==> config.mk <==
export PLATFORM = sky130hd
export DESIGN_NAME = servo_instruction_packet_framer
export DESIGN_NICKNAME = d
export VERILOG_FILES = /design/src/rtl/sipf_pkg.sv /design/src/rtl/sipf_front.sv /design/src/rtl/sipf_queue.sv /design/src/rtl/sipf_back.sv /design/src/rtl/servo_instruction_packet_framer.sv
export SDC_FILE = /design/constraint.sdc
export NUM_CORES = 1
export LEC_CHECK = 0
export ABC_AREA = 1
export ABC_CLOCK_PERIOD_IN_PS = 12700
export BUFFER_PORTS_ARGS = -buffer_cell sky130_fd_sc_hd__buf_2
export CAP_MARGIN = 10
export CORE_MARGIN = 1.5
export CORE_UTILIZATION = 50
export DETAILED_ROUTE_END_ITERATION = 8
export PLACE_DENSITY = 0.71
export SYNTH_ARGS = -nofsm -noshare
export SYNTH_HDL_FRONTEND = slang
export SYNTH_SLANG_ARGS = --single-unit
==> constraint.sdc <==
create_clock -name clk_i -period 12.7 [get_ports clk_i]
set_input_delay 2.54 -clock clk_i [delete_from_list [all_inputs] [get_ports clk_i]]
set_output_delay 2.54 -clock clk_i [all_outputs]
set_load 0.02 [all_outputs]
==> src/rtl/sipf_pkg.sv <==
// ----------------------------------------------------------------------------
// Servo instruction packet framer package
// Shared word types, protocol constants and the CRC-16 byte update.
// ----------------------------------------------------------------------------
`timescale 1ns / 1ps
`default_nettype none

package sipf_pkg;

  localparam logic [7:0]  HdrA       = 8'hFF;
  localparam logic [7:0]  HdrB       = 8'hFD;
  localparam logic [7:0]  HdrReserved = 8'h00;
  localparam logic [15:0] CrcPoly    = 16'h8005;
  localparam logic [7:0]  InstrWrite = 8'h03;
  localparam logic [7:0]  InstrRead  = 8'h02;
  localparam logic [7:0]  ReadLength = 8'd7;
  localparam logic [7:0]  LengthBias = 8'd5;

  localparam logic [4:0]  PosHdrA0    = 5'd0;
  localparam logic [4:0]  PosHdrA1    = 5'd1;
  localparam logic [4:0]  PosHdrB     = 5'd2;
  localparam logic [4:0]  PosReserved = 5'd3;
  localparam logic [4:0]  PosId       = 5'd4;
  localparam logic [4:0]  PosLenLo    = 5'd5;
  localparam logic [4:0]  PosLenHi    = 5'd6;
  localparam logic [4:0]  PosInstr    = 5'd7;
  localparam logic [4:0]  PosAddrLo   = 5'd8;
  localparam logic [4:0]  PosAddrHi   = 5'd9;
  localparam logic [4:0]  PosParam    = 5'd10;
  localparam logic [4:0]  PosLastBias = 5'd11;

  localparam logic [2:0]  ReadParamCount = 3'd2;

  localparam int QDepth = 2;
  localparam int QPtrW  = (QDepth > 1) ? $clog2(QDepth) : 1;
  localparam int QCntW  = $clog2(QDepth + 1);

  typedef enum logic {
    KindWrite = 1'b0,
    KindRead  = 1'b1
  } kind_e;

  typedef struct packed {
    logic        kind;
    logic [7:0]  servo_id;
    logic [15:0] reg_address;
    logic [31:0] data_value;
    logic [2:0]  byte_count;
  } in_word_t;

  typedef struct packed {
    logic [7:0] tx_byte;
    logic       last_byte;
  } out_word_t;

  typedef struct packed {
    logic        kind;
    logic [7:0]  servo_id;
    logic [15:0] reg_address;
    logic [31:0] data_value;
    logic [2:0]  count;
    logic [7:0]  length;
    logic [4:0]  last_pos;
  } cmd_t;

  typedef struct packed {
    logic full;
    logic empty;
  } q_status_t;

  function automatic logic [15:0] crc_add(logic [15:0] crc, logic [7:0] b);
    logic [15:0] c;
    c = crc ^ {b, 8'h00};
    for (int k = 0; k < 8; k++) begin
      c = c[15] ? ((c << 1) ^ CrcPoly) : (c << 1);
    end
    return c;
  endfunction

endpackage

`default_nettype wire

==> src/rtl/sipf_front.sv <==
// ----------------------------------------------------------------------------
// Servo instruction packet framer front end
// Accepts command words, clamps the count and works out the packet layout.
// ----------------------------------------------------------------------------
`timescale 1ns / 1ps
`default_nettype none

module sipf_front
  import sipf_pkg::*;
#(
  parameter int MaxWriteBytes = 4
) (
  input  wire logic      clk_i,
  input  wire logic      rst_ni,
  input  wire logic      in_valid_i,
  output logic           in_stall_o,
  input  wire in_word_t  in_data_i,
  input  wire q_status_t q_status_i,
  output logic           push_o,
  output cmd_t           push_cmd_o
);

  logic       slot_valid_q, slot_valid_d;
  cmd_t       slot_q, slot_d;
  logic       accept;
  logic [2:0] cnt;
  logic [2:0] params;

  assign in_stall_o = slot_valid_q && q_status_i.full;
  assign accept     = in_valid_i && !in_stall_o;
  assign push_o     = slot_valid_q && !q_status_i.full;
  assign push_cmd_o = slot_q;

  always_comb begin
    priority if (in_data_i.byte_count == 3'd0) begin
      cnt = 3'd1;
    end else if ({1'b0, in_data_i.byte_count} > 4'(MaxWriteBytes)) begin
      cnt = 3'(MaxWriteBytes);
    end else begin
      cnt = in_data_i.byte_count;
    end
    params = (in_data_i.kind == KindRead) ? ReadParamCount : cnt;

    slot_d.kind        = in_data_i.kind;
    slot_d.servo_id    = in_data_i.servo_id;
    slot_d.reg_address = in_data_i.reg_address;
    slot_d.data_value  = in_data_i.data_value;
    slot_d.count       = cnt;
    slot_d.length      = (in_data_i.kind == KindRead) ? ReadLength
                                                      : ({5'd0, cnt} + LengthBias);
    slot_d.last_pos    = PosLastBias + {2'd0, params};

    slot_valid_d = slot_valid_q;
    if (accept) begin
      slot_valid_d = 1'b1;
    end else if (push_o) begin
      slot_valid_d = 1'b0;
    end
  end

  always_ff @(posedge clk_i or negedge rst_ni) begin
    if (!rst_ni) begin
      slot_valid_q <= 1'b0;
    end else begin
      slot_valid_q <= slot_valid_d;
    end
  end

  always_ff @(posedge clk_i) begin
    if (accept) begin
      slot_q <= slot_d;
    end
  end

endmodule

`default_nettype wire

==> src/rtl/sipf_queue.sv <==
// ----------------------------------------------------------------------------
// Servo instruction packet framer command queue
// Short first-in first-out queue of classified commands between the halves.
// ----------------------------------------------------------------------------
`timescale 1ns / 1ps
`default_nettype none

module sipf_queue
  import sipf_pkg::*;
(
  input  wire logic  clk_i,
  input  wire logic  rst_ni,
  input  wire logic  push_i,
  input  wire cmd_t  push_cmd_i,
  input  wire logic  pop_i,
  output cmd_t       head_o,
  output q_status_t  status_o
);

  cmd_t             entries_q [QDepth];
  logic [QPtrW-1:0] wr_ptr_q, rd_ptr_q;
  logic [QCntW-1:0] count_q;
  logic             do_push, do_pop;

  assign status_o.full  = (count_q == QCntW'(QDepth));
  assign status_o.empty = (count_q == '0);
  assign do_push        = push_i && !status_o.full;
  assign do_pop         = pop_i && !status_o.empty;
  assign head_o         = entries_q[rd_ptr_q];

  function automatic logic [QPtrW-1:0] next_ptr(logic [QPtrW-1:0] p);
    return (p == QPtrW'(QDepth - 1)) ? '0 : p + 1'b1;
  endfunction

  always_ff @(posedge clk_i or negedge rst_ni) begin
    if (!rst_ni) begin
      wr_ptr_q <= '0;
      rd_ptr_q <= '0;
      count_q  <= '0;
    end else begin
      if (do_push) begin
        wr_ptr_q <= next_ptr(wr_ptr_q);
      end
      if (do_pop) begin
        rd_ptr_q <= next_ptr(rd_ptr_q);
      end
      if (do_push && !do_pop) begin
        count_q <= count_q + 1'b1;
      end else if (do_pop && !do_push) begin
        count_q <= count_q - 1'b1;
      end
    end
  end

  always_ff @(posedge clk_i) begin
    if (do_push) begin
      entries_q[wr_ptr_q] <= push_cmd_i;
    end
  end

endmodule

`default_nettype wire

==> src/rtl/sipf_back.sv <==
// ----------------------------------------------------------------------------
// Servo instruction packet framer back end
// Serializes the head command into packet bytes and accumulates the CRC.
// ----------------------------------------------------------------------------
`timescale 1ns / 1ps
`default_nettype none

module sipf_back
  import sipf_pkg::*;
(
  input  wire logic      clk_i,
  input  wire logic      rst_ni,
  input  wire cmd_t      head_i,
  input  wire q_status_t q_status_i,
  output logic           pop_o,
  output logic           out_valid_o,
  input  wire logic      out_stall_i,
  output out_word_t      out_data_o
);

  logic [4:0]  pos_q;
  logic [15:0] crc_q;
  logic        out_valid_q;
  out_word_t   out_q;
  logic        load;
  logic        is_last;
  logic [4:0]  crc_pos;
  logic [4:0]  k;
  logic [7:0]  cur_byte;

  assign load        = !q_status_i.empty && (!out_valid_q || !out_stall_i);
  assign crc_pos     = head_i.last_pos - 5'd1;
  assign is_last     = (pos_q == head_i.last_pos);
  assign pop_o       = load && is_last;
  assign k           = pos_q - PosParam;
  assign out_valid_o = out_valid_q;
  assign out_data_o  = out_q;

  always_comb begin
    priority if (pos_q == head_i.last_pos) begin
      cur_byte = crc_q[15:8];
    end else if (pos_q == crc_pos) begin
      cur_byte = crc_q[7:0];
    end else if (pos_q >= PosParam) begin
      if (head_i.kind == KindRead) begin
        cur_byte = (k == 5'd0) ? {5'd0, head_i.count} : 8'h00;
      end else begin
        cur_byte = (k < 5'd4) ? head_i.data_value[{k[1:0], 3'b000} +: 8] : 8'h00;
      end
    end else begin
      unique case (pos_q)
        PosHdrA0, PosHdrA1: cur_byte = HdrA;
        PosHdrB:            cur_byte = HdrB;
        PosReserved:        cur_byte = HdrReserved;
        PosId:              cur_byte = head_i.servo_id;
        PosLenLo:           cur_byte = head_i.length;
        PosLenHi:           cur_byte = 8'h00;
        PosInstr:           cur_byte = (head_i.kind == KindRead) ? InstrRead : InstrWrite;
        PosAddrLo:          cur_byte = head_i.reg_address[7:0];
        default:            cur_byte = head_i.reg_address[15:8];
      endcase
    end
  end

  always_ff @(posedge clk_i or negedge rst_ni) begin
    if (!rst_ni) begin
      pos_q       <= '0;
      crc_q       <= '0;
      out_valid_q <= 1'b0;
    end else begin
      if (load) begin
        out_valid_q <= 1'b1;
        if (is_last) begin
          pos_q <= '0;
          crc_q <= '0;
        end else begin
          pos_q <= pos_q + 5'd1;
          if (pos_q < crc_pos) begin
            crc_q <= crc_add(crc_q, cur_byte);
          end
        end
      end else if (!out_stall_i) begin
        out_valid_q <= 1'b0;
      end
    end
  end

  always_ff @(posedge clk_i) begin
    if (load) begin
      out_q.tx_byte   <= cur_byte;
      out_q.last_byte <= is_last;
    end
  end

endmodule

`default_nettype wire

==> src/rtl/servo_instruction_packet_framer.sv <==
// ----------------------------------------------------------------------------
// Servo instruction packet framer
// Turns read and write register commands into CRC-16 protected packets.
// ----------------------------------------------------------------------------
// Each accepted command word produces one packet, one byte per cycle while the
// output is not stalled: 12 plus the clamped byte count for a write, 14 for a
// read, so 13 to 16 bytes per command at the default width. The bytes come from
// the byte serializer in the back end, which folds each byte ahead of the CRC into it.
// A two-entry command queue lets new commands be taken while a packet is
// still going out, and consecutive packets follow back to back while it is not empty.
`timescale 1ns / 1ps
`default_nettype none

module servo_instruction_packet_framer
  import sipf_pkg::*;
#(
  parameter int MAX_WRITE_BYTES = 4
) (
  input  wire logic     clk_i,
  input  wire logic     rst_ni,
  input  wire logic     in_valid_i,
  output logic          in_stall_o,
  input  wire in_word_t in_data_i,
  output logic          out_valid_o,
  input  wire logic     out_stall_i,
  output out_word_t     out_data_o
);

  q_status_t q_status;
  logic      push;
  logic      pop;
  cmd_t      push_cmd;
  cmd_t      head;

  sipf_front #(
    .MaxWriteBytes(MAX_WRITE_BYTES)
  ) u_front (
    .clk_i,
    .rst_ni,
    .in_valid_i,
    .in_stall_o,
    .in_data_i,
    .q_status_i(q_status),
    .push_o    (push),
    .push_cmd_o(push_cmd)
  );

  sipf_queue u_queue (
    .clk_i,
    .rst_ni,
    .push_i    (push),
    .push_cmd_i(push_cmd),
    .pop_i     (pop),
    .head_o    (head),
    .status_o  (q_status)
  );

  sipf_back u_back (
    .clk_i,
    .rst_ni,
    .head_i    (head),
    .q_status_i(q_status),
    .pop_o     (pop),
    .out_valid_o,
    .out_stall_i,
    .out_data_o
  );

endmodule

`default_nettype wire

# After elaboration in Yosys (flattened, before gate mapping)
# Memories as Yosys holds them, arrays and structs flattened.
# Cells that the tools add are included.
# totals
n_memories,1
ramBits,146
input_bits,64
mem_bits_ro,0
out_inout_bits,11
latch_bits,0
reg_bits,109
# classes
n_eq_ne,12
div_mod_pow,0
bitwise_logic,9
mul,0
shifts,1
magnitude_cmp,4
mux,32
reduce_logical,27
n_addsub,9
# memory_table
memory,depth,width,rd,rd_ports_with_merged_regs,write_ports,line,source
u_queue.entries_q,2,73,1,0,1,sipf_queue.sv:20,cmd_t entries_q [QDepth];
# op_table
cell,n
$mux W16,10
$pmux W8 S7,1
$mux W8,5
$shiftx A32 B6 Y8,1
$not A3 Y3,8
$eq A5 B3 Y1 const B,4
$xor A16 B16 Y16,1
$mux W3,4
$eq A5 B2 Y1 const B,2
$eq A5 B5 Y1,2
$logic_not A5 Y1,2
$logic_and A1 B1 Y1,9
$mux W1,9
$logic_not A1 Y1,7
$reduce_bool A2 Y1,3
$add A4 B3 Y5 const A,1
$add A5 B1 Y5 const B,1
$eq A5 B1 Y1 const B,1
$eq A5 B4 Y1 const B,1
$ge A5 B4 Y1 const B,1
$lt A5 B3 Y1 const B,1
$lt A5 B5 Y1,1
$mux W5,1
$sub A5 B1 Y5 const B,1
other kinds (14),17

# Longest topological paths before layout
# Gate-level depths: netlist of run 1.
# depth
depth_word,26
mapped_depth,33

# Hierarchy
# From an unflattened synthesis of run 1, not the netlist that was laid out.
# hier_totals
cells_unflattened,962
hier_area_um2,10710.3
# modules_own_cells
mod,area_each_um2,seq_area_each_um2,instances,cells_per_inst
sipf_queue,5541.6,4484.3,1,413
sipf_back,2892.8,820.8,1,443
sipf_front,2275.9,2097.0,1,106

# Least setup slack after synthesis of run 1
# OpenSTA, ideal clock, no wires.
# synth_timing
path_type,input-to-reg
start,input in_valid_i
end,"register u_front.slot_q, in the netlist u_front.push_cmd_o[0], enable pin"
arrival_time_ns,3.943
n_path_buf,0
path_slack_ns,8.334
setup_time_ns,0.423
path_stages,2
cell_sequence,nand2_1 -> inv_1
# synth_via
elab_chain_cells,1
# synth_rtl
item,line,source
"start, declared",servo_instruction_packet_framer.sv:21,"input wire logic in_valid_i,"
$logic_and A1 B1 Y1,sipf_front.sv:30,assign accept = in_valid_i && !in_stall_o;
named net u_front.accept,sipf_front.sv:25,logic accept;
"end signal, assigned",sipf_front.sv:71,slot_q <= slot_d;
"end, declared",sipf_front.sv:24,"cmd_t slot_q, slot_d;"
# The timed path passes the listed nets, and every way through them passes these cells.
# A chain may end at the register's enable or synchronous reset.

# Worst setup path in the final report of run 1
# layout_timing
start,register u_queue.rd_ptr_q
end,register u_back.crc_q[15]
# layout_via
elab_chain_cells,19
elab_cells_between_ends,34
# layout_rtl
item,line,source
"start, declared",sipf_queue.sv:21,"logic [QPtrW-1:0] wr_ptr_q, rd_ptr_q;"
"start signal, assigned",sipf_queue.sv:45,rd_ptr_q <= next_ptr(rd_ptr_q);
$mem_v2 Z2 W73 (*),n/a,
$shiftx A32 B6 Y8,sipf_back.sv:48,"cur_byte = (k < 5'd4) ? head_i.data_value[{k[1:0], 3'b000} +: 8] : 8'h00;"
$mux W8,sipf_back.sv:48,
$mux W8,sipf_back.sv:45,if (head_i.kind == KindRead) begin
$mux W8,sipf_back.sv:44,end else if (pos_q >= PosParam) begin
$mux W8,sipf_back.sv:42,end else if (pos_q == crc_pos) begin
$mux W8,sipf_back.sv:40,priority if (pos_q == head_i.last_pos) begin
$xor A16 B16 Y16,sipf_pkg.sv:73,"c = crc ^ {b, 8'h00};"
$mux W16 or $not A3 Y3 (tied branches) (6 in series),n/a,
$not A3 Y3 (no source line) or $mux W16 (tied branches),n/a,
$mux W16 (2 in series),sipf_pkg.sv:75,c = c[15] ? ((c << 1) ^ CrcPoly) : (c << 1);
$mux W16,sipf_back.sv:78,if (pos_q < crc_pos) begin
$mux W16,sipf_back.sv:73,if (is_last) begin
"end signal, assigned",sipf_back.sv:79,"crc_q <= crc_add(crc_q, cur_byte);"
"end, declared",sipf_back.sv:22,logic [15:0] crc_q;
# Every way passes the cells marked *; elsewhere a longest branch is shown, timed or not. The select of a mux whose other input is x is not followed.

==> metrics.txt, run 1 <==
fin crit share=39.2%; Top delay family on crit path=simple AND/OR/NAND/NOR gates; final setup margin=7720 ps; routed vias=6459; drt first pass iters=5; Slew Limit Headroom=31.3%; Yosys warnings=0; die height=148 um; Post-synth ARST share=11.1%; Synth top cells by count=nand2_1 (277), edfxtp_1 (216), inv_1 (92), nand3_1 (55); Comb power frac=43.6%; final max-slew violation count=0; FF-to-FF path depth=29; Mapped Cells=906; total chip power=3510 uW; initial antenna violation count=0; post-synthesis sequential area ratio=68.0%; Switching Share=41.3%; critical path depth in cells=29; Max VDD drop=171 uV; RD Place Congestion=0.836; Clock Tree Buf Depth=3; Setup Skew=12.3 ps; Clk pwr share=19.8%; Cell Area, Synth=0.0105 mm^2; FP Rows=52; sw power=1450 uW; starting DRC count in detailed routing=576; CTS tree=yes; pin count of the biggest net entering global routing=74; vias in the first global route=6372; CP Max Fanout=73; hold path depth=0; Setup-failing EPs final=0; GRT Util Overall=18.7%; area leader, netlist=edfxtp_1; status=complete, no violations; number of clock sinks=243; number of setup buffers added after CTS=0; number of flops mapped to enable cells by yosys=216; reg2reg end=u_back.crc_q[15]$_DFFE_PN0P_; IO Port Bufs=74; CTS Root Cell=clkbuf_16; Detailed Route WL=19.8 mm; die area=0.0220 mm^2; wire per inst=15.5 um; Reg power frac=36.6%; Clk Latency, worst-skew pair=520 ps; post-CTS resize count=0; # IOs=75; layout cell share with drive strength beyond 1=18.6%; design area=0.0119 mm^2; synthesized area per cell=11.6 um^2; crit path DAT=5380 ps; Clock transition at path regs=60 ps; core area=0.0204 mm^2; Startpoint Class=flop; Peak Freq=0.201 GHz; gr ovfl total=0; post-route antenna net violation count=0; flops & latches, synth=243; ys flop type=edfxtp_1; H-tree Lvls=1; CP Capture Type=flop; Area contributors post-synth=edfxtp_1 (62%), nand2_1 (9.9%), dfrtp_1 (6.4%); DP Worst Slack=7710 ps; max cap viols=0; worst setup path endpoint=u_back.crc_q[15]$_DFFE_PN0P_; RSZ-0062 raised after global routing=no; Required @ worst endpoint=13100 ps; Vias/cell=5.06; min cycle time layout=4980 ps; CP Launch Point=u_queue.rd_ptr_q$_DFFE_PN0P_; final hold slack=440 ps; worst r2r src=u_queue.rd_ptr_q$_DFFE_PN0P_; Max stage delay on crit path=660 ps; n_diodes=0; R2R Setup Slk=7720 ps; Hold WC Path Type=flop to flop; Netlist cell types=50; DP HPWL=12.5 mm; hold buffers post-CTS=0; DRC viols=0; CP dominant cell by count=nand2_1; placed cell area=0.0111 mm^2; TNS Setup=0 ps; total CTS buffers=25; Internal=2060 uW; Mapped Nets=987; effective utilization at floorplan=51.6%; count leader, synth=nand2_1; worst path bufs/invs=3; fin nets=1068; share of the synthesized area in the top cell type=61.5%; pwr/cell area=295 mW/mm^2; kind of critical path=flop to flop; die width=148 um; final hold violations=0; Leak=0.00499 uW; Tightest Pin Transition=1020 ps; critical path's slowest cell=buf_4; first-pass GRT wire length=32.2 mm; Area Overhead vs Synth=13.0%
==> flip-flops by register name, summed over array words and instances, names as in the netlist <==
signal and count:
u_queue.entries_q 138, u_front.push_cmd_o 69, u_back.crc_q 16, u_back.out_data_o 9
u_back.pos_q 5, u_queue.count_q 2, u_back.out_valid_o 1, u_front.slot_valid_q 1
u_queue.rd_ptr_q 1, u_queue.wr_ptr_q 1
==> logic make-up (layout without fill, tap and decap cells) <==
| group | Yosys count | after routing | share of synthesized area (%) |
|---|---|---|---|
| AOI/OAI and AO/OA | 85 | 85 | 5.22 |
| xor gates and xnor gates | 12 | 12 | 1.14 |
| adders and majority gates | 17 | 17 | 2.02 |
| buffers and inverters | 124 | 224 | 5.31 |
| DFF | 243 | 243 | 68.0 |
| muxes | 5 | 5 | 0.522 |
| other | 1 | 1 | 0.0356 |
| and+or+nand+nor | 419 | 419 | 17.8 |
==> power by group through the flow <==
stage	combinational, uW	sequential, uW	clock [uW]
5_1_grt	1750	1310	743
4_1_cts	1540	1290	713
3_5_place_dp	1530	1300	0
2_1_floorplan	1200	1300	0
6_report	1530	1290	697
3_3_place_gp	1510	1290	0
==> cell usage in the layout, fill, tap and decap left out, types with 17 or more instances in the layout <==
master       n
edfxtp_1   216
nor2_1      27
nand3_1     55
inv_1       91
a21oi_1     29
nand2_1    277
o21ai_0     22
buf_2       74
dfrtp_1     26
ha_1        17
clkbuf_16   25
==> routing by layer <==
| metal | track usage [%] | part of all wire (%) |
|---|---|---|
| met3 | 3.07 | 4.9 |
| met2 | 31.5 | 48 |
| met4 | 6.19 | 2.1 |
| met1 | 24.9 | 45 |
| met5 | 0 | 0 |
==> worst min-delay path by stage <==
stage	start	end
finish	u_front.push_cmd_o[71]$_DFFE_PP_	u_queue.entries_q[0][67]$_DFFE_PP_
global route	u_front.push_cmd_o[71]$_DFFE_PP_	u_queue.entries_q[1][67]$_DFFE_PP_
CTS	u_front.push_cmd_o[29]$_DFFE_PP_	u_queue.entries_q[0][25]$_DFFE_PP_
detailed placement	u_front.push_cmd_o[71]$_DFFE_PP_	u_queue.entries_q[0][67]$_DFFE_PP_
global placement	u_front.push_cmd_o[6]$_SDFFCE_PP1P_	u_queue.entries_q[0][6]$_DFFE_PP_
floorplan	u_front.push_cmd_o[0]$_DFFE_PP_	u_queue.entries_q[0][0]$_DFFE_PP_
==> per-stage QoR <==
| stage | util, % | cells |
|---|---|---|
| 4_1_cts | 58.3 | 1276 |
| 2_1_floorplan | - | 906 |
| 5_1_grt | 58.3 | 1276 |
| 3_5_place_dp | 54.4 | 1230 |
| 3_3_place_gp | 54.4 | 1230 |
| 6_report | 58.3 | 1276 |
==> area by class of cell <==
cell class              count  area, um^2
flip-flops and latches    243        7160
well taps                 270         338
clock buffers              26         629
multi-input cells         539        2830
repair buffers             79         408
inverters                  99         379
fillers                  1672        8520
clock inverters            20         160
(Power assumes the default switching activity.)
==> run 2: changes to the inputs <==
--- a/config.mk
+++ b/config.mk
@@ -6,7 +6,7 @@
 export NUM_CORES = 1
 export LEC_CHECK = 0
 export ABC_AREA = 1
-export ABC_CLOCK_PERIOD_IN_PS = 12700
+export ABC_CLOCK_PERIOD_IN_PS = 4950
 export BUFFER_PORTS_ARGS = -buffer_cell sky130_fd_sc_hd__buf_2
 export CAP_MARGIN = 10
 export CORE_MARGIN = 1.5
==> constraint.sdc (replaced) <==
create_clock -name clk_i -period 4.95 [get_ports clk_i]
set_input_delay 0.99 -clock clk_i [delete_from_list [all_inputs] [get_ports clk_i]]
set_output_delay 0.99 -clock clk_i [all_outputs]
set_load 0.02 [all_outputs]
==> metrics.txt, run 2 (same netlist as run 1, synthesis figures left out) <==
die width=148 um (unchanged); post-CTS resize count=0 (unchanged); most frequent cells in the layout=nand2_1 (277), edfxtp_1 (216), inv_1 (91) (unchanged); utilization after layout=59.3% (was 58.3%); Clock transition at path regs=60 ps (about the same); Peak Freq=0.227 GHz (was 0.201 GHz); Tightest Pin Transition=903 ps (was 1020 ps); Setup Skew=28.4 ps (was 12.3 ps); final hold slack=441 ps (was 440 ps); Max VDD drop=366 uV (was 171 uV); Biggest register=u_queue.entries_q (unchanged); hold path depth=0 (unchanged); starting DRC count in detailed routing=556 (was 576); Clock Tree Buf Depth=3 (unchanged); max cap viols=0 (unchanged); RSZ-0062 raised after global routing=no (unchanged); number of setup buffers added after CTS=0 (unchanged); kind of critical path=flop to flop (unchanged); Leak=0.00508 uW (was 0.00499 uW); Vias/cell=5.12 (was 5.06); # IOs=75 (unchanged); DRC viols=0 (unchanged); crit path DAT=4830 ps (was 5380 ps); DP HPWL=12.6 mm (was 12.5 mm); Startpoint Class=flop (unchanged); IO Port Bufs=74 (unchanged); Clk Latency, worst-skew pair=550 ps (was 520 ps); Largest register FFs=138 (unchanged); GRT Util Overall=18.3% (was 18.7%); Internal=5550 uW (was 2060 uW); core area=0.0204 mm^2 (unchanged); DP Worst Slack=631 ps (was 7710 ps); post-route antenna net violation count=0 (unchanged); wire per inst=15.5 um (about the same); Max stage delay on crit path=680 ps (was 660 ps); hold buffers post-CTS=0 (unchanged); FF-to-FF path depth=28 (was 29); Comb power frac=42.3% (was 43.6%); CP Capture Type=flop (unchanged); final hold violations=0 (unchanged); Clk pwr share=22.2% (was 19.8%); pwr/cell area=775 mW/mm^2 (was 295 mW/mm^2); Slew Limit Headroom=39.8% (was 31.3%); layout cell share with drive strength beyond 1=19.2% (was 18.6%); vias in the first global route=6203 (was 6372); die height=148 um (unchanged); Detailed Route WL=19.9 mm (was 19.8 mm); final setup margin=538 ps (was 7720 ps); routed vias=6557 (was 6459); Reg power frac=35.5% (was 36.6%); gr ovfl total=0 (unchanged); Required @ worst endpoint=5370 ps (was 13100 ps); drt first pass iters=5 (unchanged); effective utilization at floorplan=51.6% (unchanged); total CTS buffers=26 (was 25); CP dominant cell by count=nand2_1 (unchanged); fin nets=1073 (was 1068); pin count of the biggest net entering global routing=65 (was 74); # fillers=1631 (was 1672); final max-slew violation count=0 (unchanged); RD Place Congestion=0.866 (was 0.836); Setup-failing EPs final=0 (unchanged); CP Max Fanout=24 (was 73); sw power=3820 uW (was 1450 uW); fin crit share=89.1% (was 39.2%); CTS Root Cell=clkbuf_16 (unchanged); CTS tree=yes (unchanged); number of clock sinks=243 (unchanged); die area=0.0220 mm^2 (unchanged); Switching Share=40.8% (was 41.3%); status=complete, no violations (unchanged); critical path's slowest cell=dfrtp_2 (was buf_4); Hold WC Path Type=flop to flop (unchanged); initial antenna violation count=0 (unchanged); min cycle time layout=4410 ps (was 4980 ps); FP Rows=52 (unchanged); TNS Setup=0 ps (unchanged); Area Overhead vs Synth=14.9% (was 13.0%); n_diodes=0 (unchanged); first-pass GRT wire length=31.4 mm (was 32.2 mm); commonest non-fill, non-tap cell in the layout=nand2_1 (unchanged); H-tree Lvls=1 (unchanged)
==> run 2: cell types whose count changed in the layout (fill, tap and decap cells not counted), sizes merged <==
cell | before | now
inv | 99 | 98
clkbuf | 26 | 27
clkinv | 13 | 11
clkinvlp | 5 | 4
buf | 79 | 83
bufinv | 2 | 6
==> run 2: power groups by stage <==
| stage | registers, uW | clock network [uW] | logic, uW |
|---|---|---|---|
| after CTS | 3330 | 2120 | 3950 |
| after detailed placement | 3370 | 0 | 3930 |
| after floorplan | 3340 | 0 | 3070 |
| after global placement | 3350 | 0 | 3850 |
| final | 3330 | 2080 | 3960 |
| after global routing | 3390 | 2190 | 4440 |
==> run 2: through the flow <==
| stage | cell area, um^2 | power, uW | cells |
|---|---|---|---|
| after global routing | 12100 | 10000 | 1281 |
| after detailed placement | 11100 | 7300 | 1233 |
| after floorplan | 10500 | 6410 | 906 |
| after CTS | 12100 | 9400 | 1280 |
| final | 12100 | 9380 | 1281 |
| after global placement | 11100 | 7210 | 1233 |
==> run 2: final cells by class <==
class	instances	area, um^2	area share [%]
sequential	243	7160	59.2
multi-input combinational	539	2830	23.4
clock inverter	20	289	2.39
clock buffer	27	654	5.41
inverter	99	379	3.13
timing repair buffer	83	450	3.72
tap	270	338	2.79
==> run 2: critical path, delay by kind of cell, from the launching register on <==
family                   cells  cell delay [ps]
AO/OA/AOI/OAI                1              230
buffers and inverters        2              230
multiplexers                 1              380
XOR/XNOR                     1              180
adder cells (fa/ha/maj)      2              470
flip-flops                   1              680
AND/OR/NAND/NOR             21             2090
==> run 2: layer usage <==
layer | wire length [um] | GRT usage [%]
met1 | 8570 | 24.6
met2 | 9390 | 30.5
met3 | 1310 | 3.04
met4 | 589 | 5.94
met5 | 0 | 0
==> run 2: worst paths after layout <==
path	to	slack [ps]	start
max in group asynchronous	u_queue.rd_ptr_q$_DFFE_PN0P_	4030	rst_ni
hold reg to reg	u_queue.entries_q[1][23]$_DFFE_PP_	440	u_front.push_cmd_o[27]$_DFFE_PP_
hold / removal	u_queue.entries_q[1][23]$_DFFE_PP_	440	u_front.push_cmd_o[27]$_DFFE_PP_
setup reg to reg	u_back.crc_q[15]$_DFFE_PN0P_	540	u_queue.rd_ptr_q$_DFFE_PN0P_
min in group asynchronous	u_back.crc_q[12]$_DFFE_PN0P_	470	rst_ni
setup / recovery	u_back.crc_q[15]$_DFFE_PN0P_	540	u_queue.rd_ptr_q$_DFFE_PN0P_
==> run 3: changes to the inputs <==
--- a/config.mk
+++ b/config.mk
@@ -7,12 +7,14 @@
 export LEC_CHECK = 0
 export ABC_AREA = 1
 export ABC_CLOCK_PERIOD_IN_PS = 4950
-export BUFFER_PORTS_ARGS = -buffer_cell sky130_fd_sc_hd__buf_2
+export BUFFER_PORTS_ARGS = -buffer_cell sky130_fd_sc_hd__buf_4
 export CAP_MARGIN = 10
+export CELL_PAD_IN_SITES_DETAIL_PLACEMENT = 1
+export CELL_PAD_IN_SITES_GLOBAL_PLACEMENT = 1
 export CORE_MARGIN = 1.5
-export CORE_UTILIZATION = 50
+export CORE_UTILIZATION = 49
 export DETAILED_ROUTE_END_ITERATION = 8
-export PLACE_DENSITY = 0.71
+export PLACE_DENSITY = 0.83
 export SYNTH_ARGS = -nofsm -noshare
 export SYNTH_HDL_FRONTEND = slang
 export SYNTH_SLANG_ARGS = --single-unit
==> metrics.txt, run 3 (same netlist as run 1, synthesis figures left out) <==
starting DRC count in detailed routing=356 (was 556); Required @ worst endpoint=5390 ps (was 5370 ps); post-CTS resize count=0 (unchanged); number of clock sinks=243 (unchanged); Area Overhead vs Synth=15.0% (was 14.9%); reg2reg end=u_back.crc_q[15]$_DFFE_PN0P_ (unchanged); pwr/cell area=771 mW/mm^2 (was 775 mW/mm^2); die area=0.0224 mm^2 (was 0.0220 mm^2); # IOs=75 (unchanged); drt first pass iters=5 (unchanged); initial antenna violation count=0 (unchanged); total chip power=9340 uW (was 9380 uW); most frequent cells in the layout=nand2_1 (277), edfxtp_1 (216), inv_1 (91) (unchanged); wire per inst=19.3 um (was 15.5 um); layout cell share with drive strength beyond 1=18.2% (was 19.2%); CTS Root Cell=clkbuf_16 (unchanged); Clock transition at path regs=60 ps (about the same); gr ovfl total=0 (unchanged); FP Rows=53 (was 52); pin count of the biggest net entering global routing=71 (was 65); die height=150 um (was 148 um); critical path's slowest cell=dfrtp_2 (unchanged); number of setup buffers added after CTS=0 (unchanged); Tightest Pin Transition=969 ps (was 903 ps); Clk Latency, worst-skew pair=550 ps (about the same); min cycle time layout=4240 ps (was 4410 ps); Largest register FFs=138 (unchanged); hold buffers post-CTS=0 (unchanged); GRT Util Overall=22.9% (was 18.3%); final setup margin=712 ps (was 538 ps); kind of critical path=flop to flop (unchanged); DP HPWL=16.7 mm (was 12.6 mm); TNS Setup=0 ps (unchanged); Hold WC Path Type=input port to asynchronous set/reset pin (was flop to flop); max cap viols=0 (unchanged); Setup-failing EPs final=0 (unchanged); Max VDD drop=362 uV (was 366 uV); final hold violations=0 (unchanged); R2R Setup Slk=710 ps (was 540 ps); total CTS buffers=26 (unchanged); first-pass GRT wire length=38.9 mm (was 31.4 mm); final max-slew violation count=0 (unchanged); post-route antenna net violation count=0 (unchanged); Peak Freq=0.236 GHz (was 0.227 GHz); Biggest register=u_queue.entries_q (unchanged); H-tree Lvls=1 (unchanged); CP Max Fanout=23 (was 24); CP Launch Point=u_queue.rd_ptr_q$_DFFE_PN0P_ (unchanged); status=complete, no violations (unchanged); DRC viols=0 (unchanged); worst r2r src=u_queue.rd_ptr_q$_DFFE_PN0P_ (unchanged); n_diodes=0 (unchanged); RD Place Congestion=0.912 (was 0.866); Leak=0.00507 uW (was 0.00508 uW); Clock Tree Buf Depth=3 (unchanged); vias in the first global route=7540 (was 6203); routed vias=6919 (was 6557); Startpoint Class=flop (unchanged); RSZ-0062 raised after global routing=no (unchanged); Vias/cell=5.38 (was 5.12); Max stage delay on crit path=430 ps (was 680 ps); FF-to-FF path depth=29 (was 28); CP dominant cell by count=nand2_1 (unchanged); effective utilization at floorplan=50.0% (was 51.6%); worst setup path endpoint=u_back.crc_q[15]$_DFFE_PN0P_ (unchanged); final hold slack=371 ps (was 441 ps); CP Capture Type=flop (unchanged); DP Worst Slack=724 ps (was 631 ps); commonest non-fill, non-tap cell in the layout=nand2_1 (unchanged); Slew Limit Headroom=35.4% (was 39.8%); Detailed Route WL=24.8 mm (was 19.9 mm); # fillers=2239 (was 1631); Setup Skew=19.2 ps (was 28.4 ps); IO Port Bufs=74 (unchanged); die width=150 um (was 148 um); crit path DAT=4670 ps (was 4830 ps); fin nets=1075 (was 1073); fin crit share=85.6% (was 89.1%); core area=0.0211 mm^2 (was 0.0204 mm^2); CTS tree=yes (unchanged)
run 3: changes by cell type in the layout (fill, tap and decap cells not counted), sizes merged:
cell,previous run,this run
clkinv,11,10
inv,98,99
clkinvlp,4,1
clkbuf,27,35
buf,83,85
bufinv,6,0
run 3: area by class of cell:
cell class                 count  area (um^2)  share of cell area, %
clock buffer                  35          684                   5.65
multi-input combinational    539         2830                   23.4
sequential                   243         7160                   59.1
tap                          275          344                   2.84
timing repair buffer          85          638                   5.26
inverter                      99          379                   3.13
clock inverter                11         78.8                  0.650
run 3: worst min-delay path by stage:
stage / from / to / slack, ps / cells past startpoint
finish: rst_ni / u_back.crc_q[15]$_DFFE_PN0P_ / 370 / 1
global route: rst_ni / u_back.crc_q[15]$_DFFE_PN0P_ / 390 / 1
CTS: rst_ni / u_back.crc_q[15]$_DFFE_PN0P_ / 370 / 1
detailed placement: u_front.push_cmd_o[63]$_DFFE_PP_ / u_queue.entries_q[1][59]$_DFFE_PP_ / 430 / 0
global placement: u_front.push_cmd_o[13]$_DFFE_PP_ / u_queue.entries_q[0][9]$_DFFE_PP_ / 420 / 0
floorplan: u_front.push_cmd_o[0]$_DFFE_PP_ / u_queue.entries_q[0][0]$_DFFE_PP_ / 420 / 0
run 3: worst max-delay path: cells and delay by family, from the launching register on:
kind | cells | cell delay [ps]
buffers and inverters | 3 | 470
XOR/XNOR | 1 | 180
flip-flops | 1 | 430
AND/OR/NAND/NOR | 21 | 2140
AO/OA/AOI/OAI | 2 | 450
adder cells (fa/ha/maj) | 2 | 470
run 3: routing by layer:
layer | share of wire, % | global-route usage (%) | vias to the layer above | routed length (um)
met5 | 0 | 0 | - | 0
met4 | 4.2 | 10.5 | 0 | 1050
met3 | 4.7 | 4.05 | 84 | 1160
met2 | 51 | 40.6 | 196 | 12600
met1 | 40 | 27.0 | 3398 | 9990
li1 | - | - | 3241 | -
run 3: report_power, final:
group	internal [uW]	total (uW)	switching (uW)
clock network	973	1760	789
registers	3050	3330	275
logic	1280	4250	2960
total	5310	9340	4030
run 3: through the flow:
| step | util (%) | instances | area, um^2 |
|---|---|---|---|
| finish | 57.5 | 1287 | 12100 |
| global placement | 53.9 | 1241 | 11400 |
| detailed placement | 53.9 | 1241 | 11400 |
| CTS | 57.5 | 1287 | 12100 |
| floorplan | - | 906 | 10500 |
| global route | 57.5 | 1287 | 12100 |
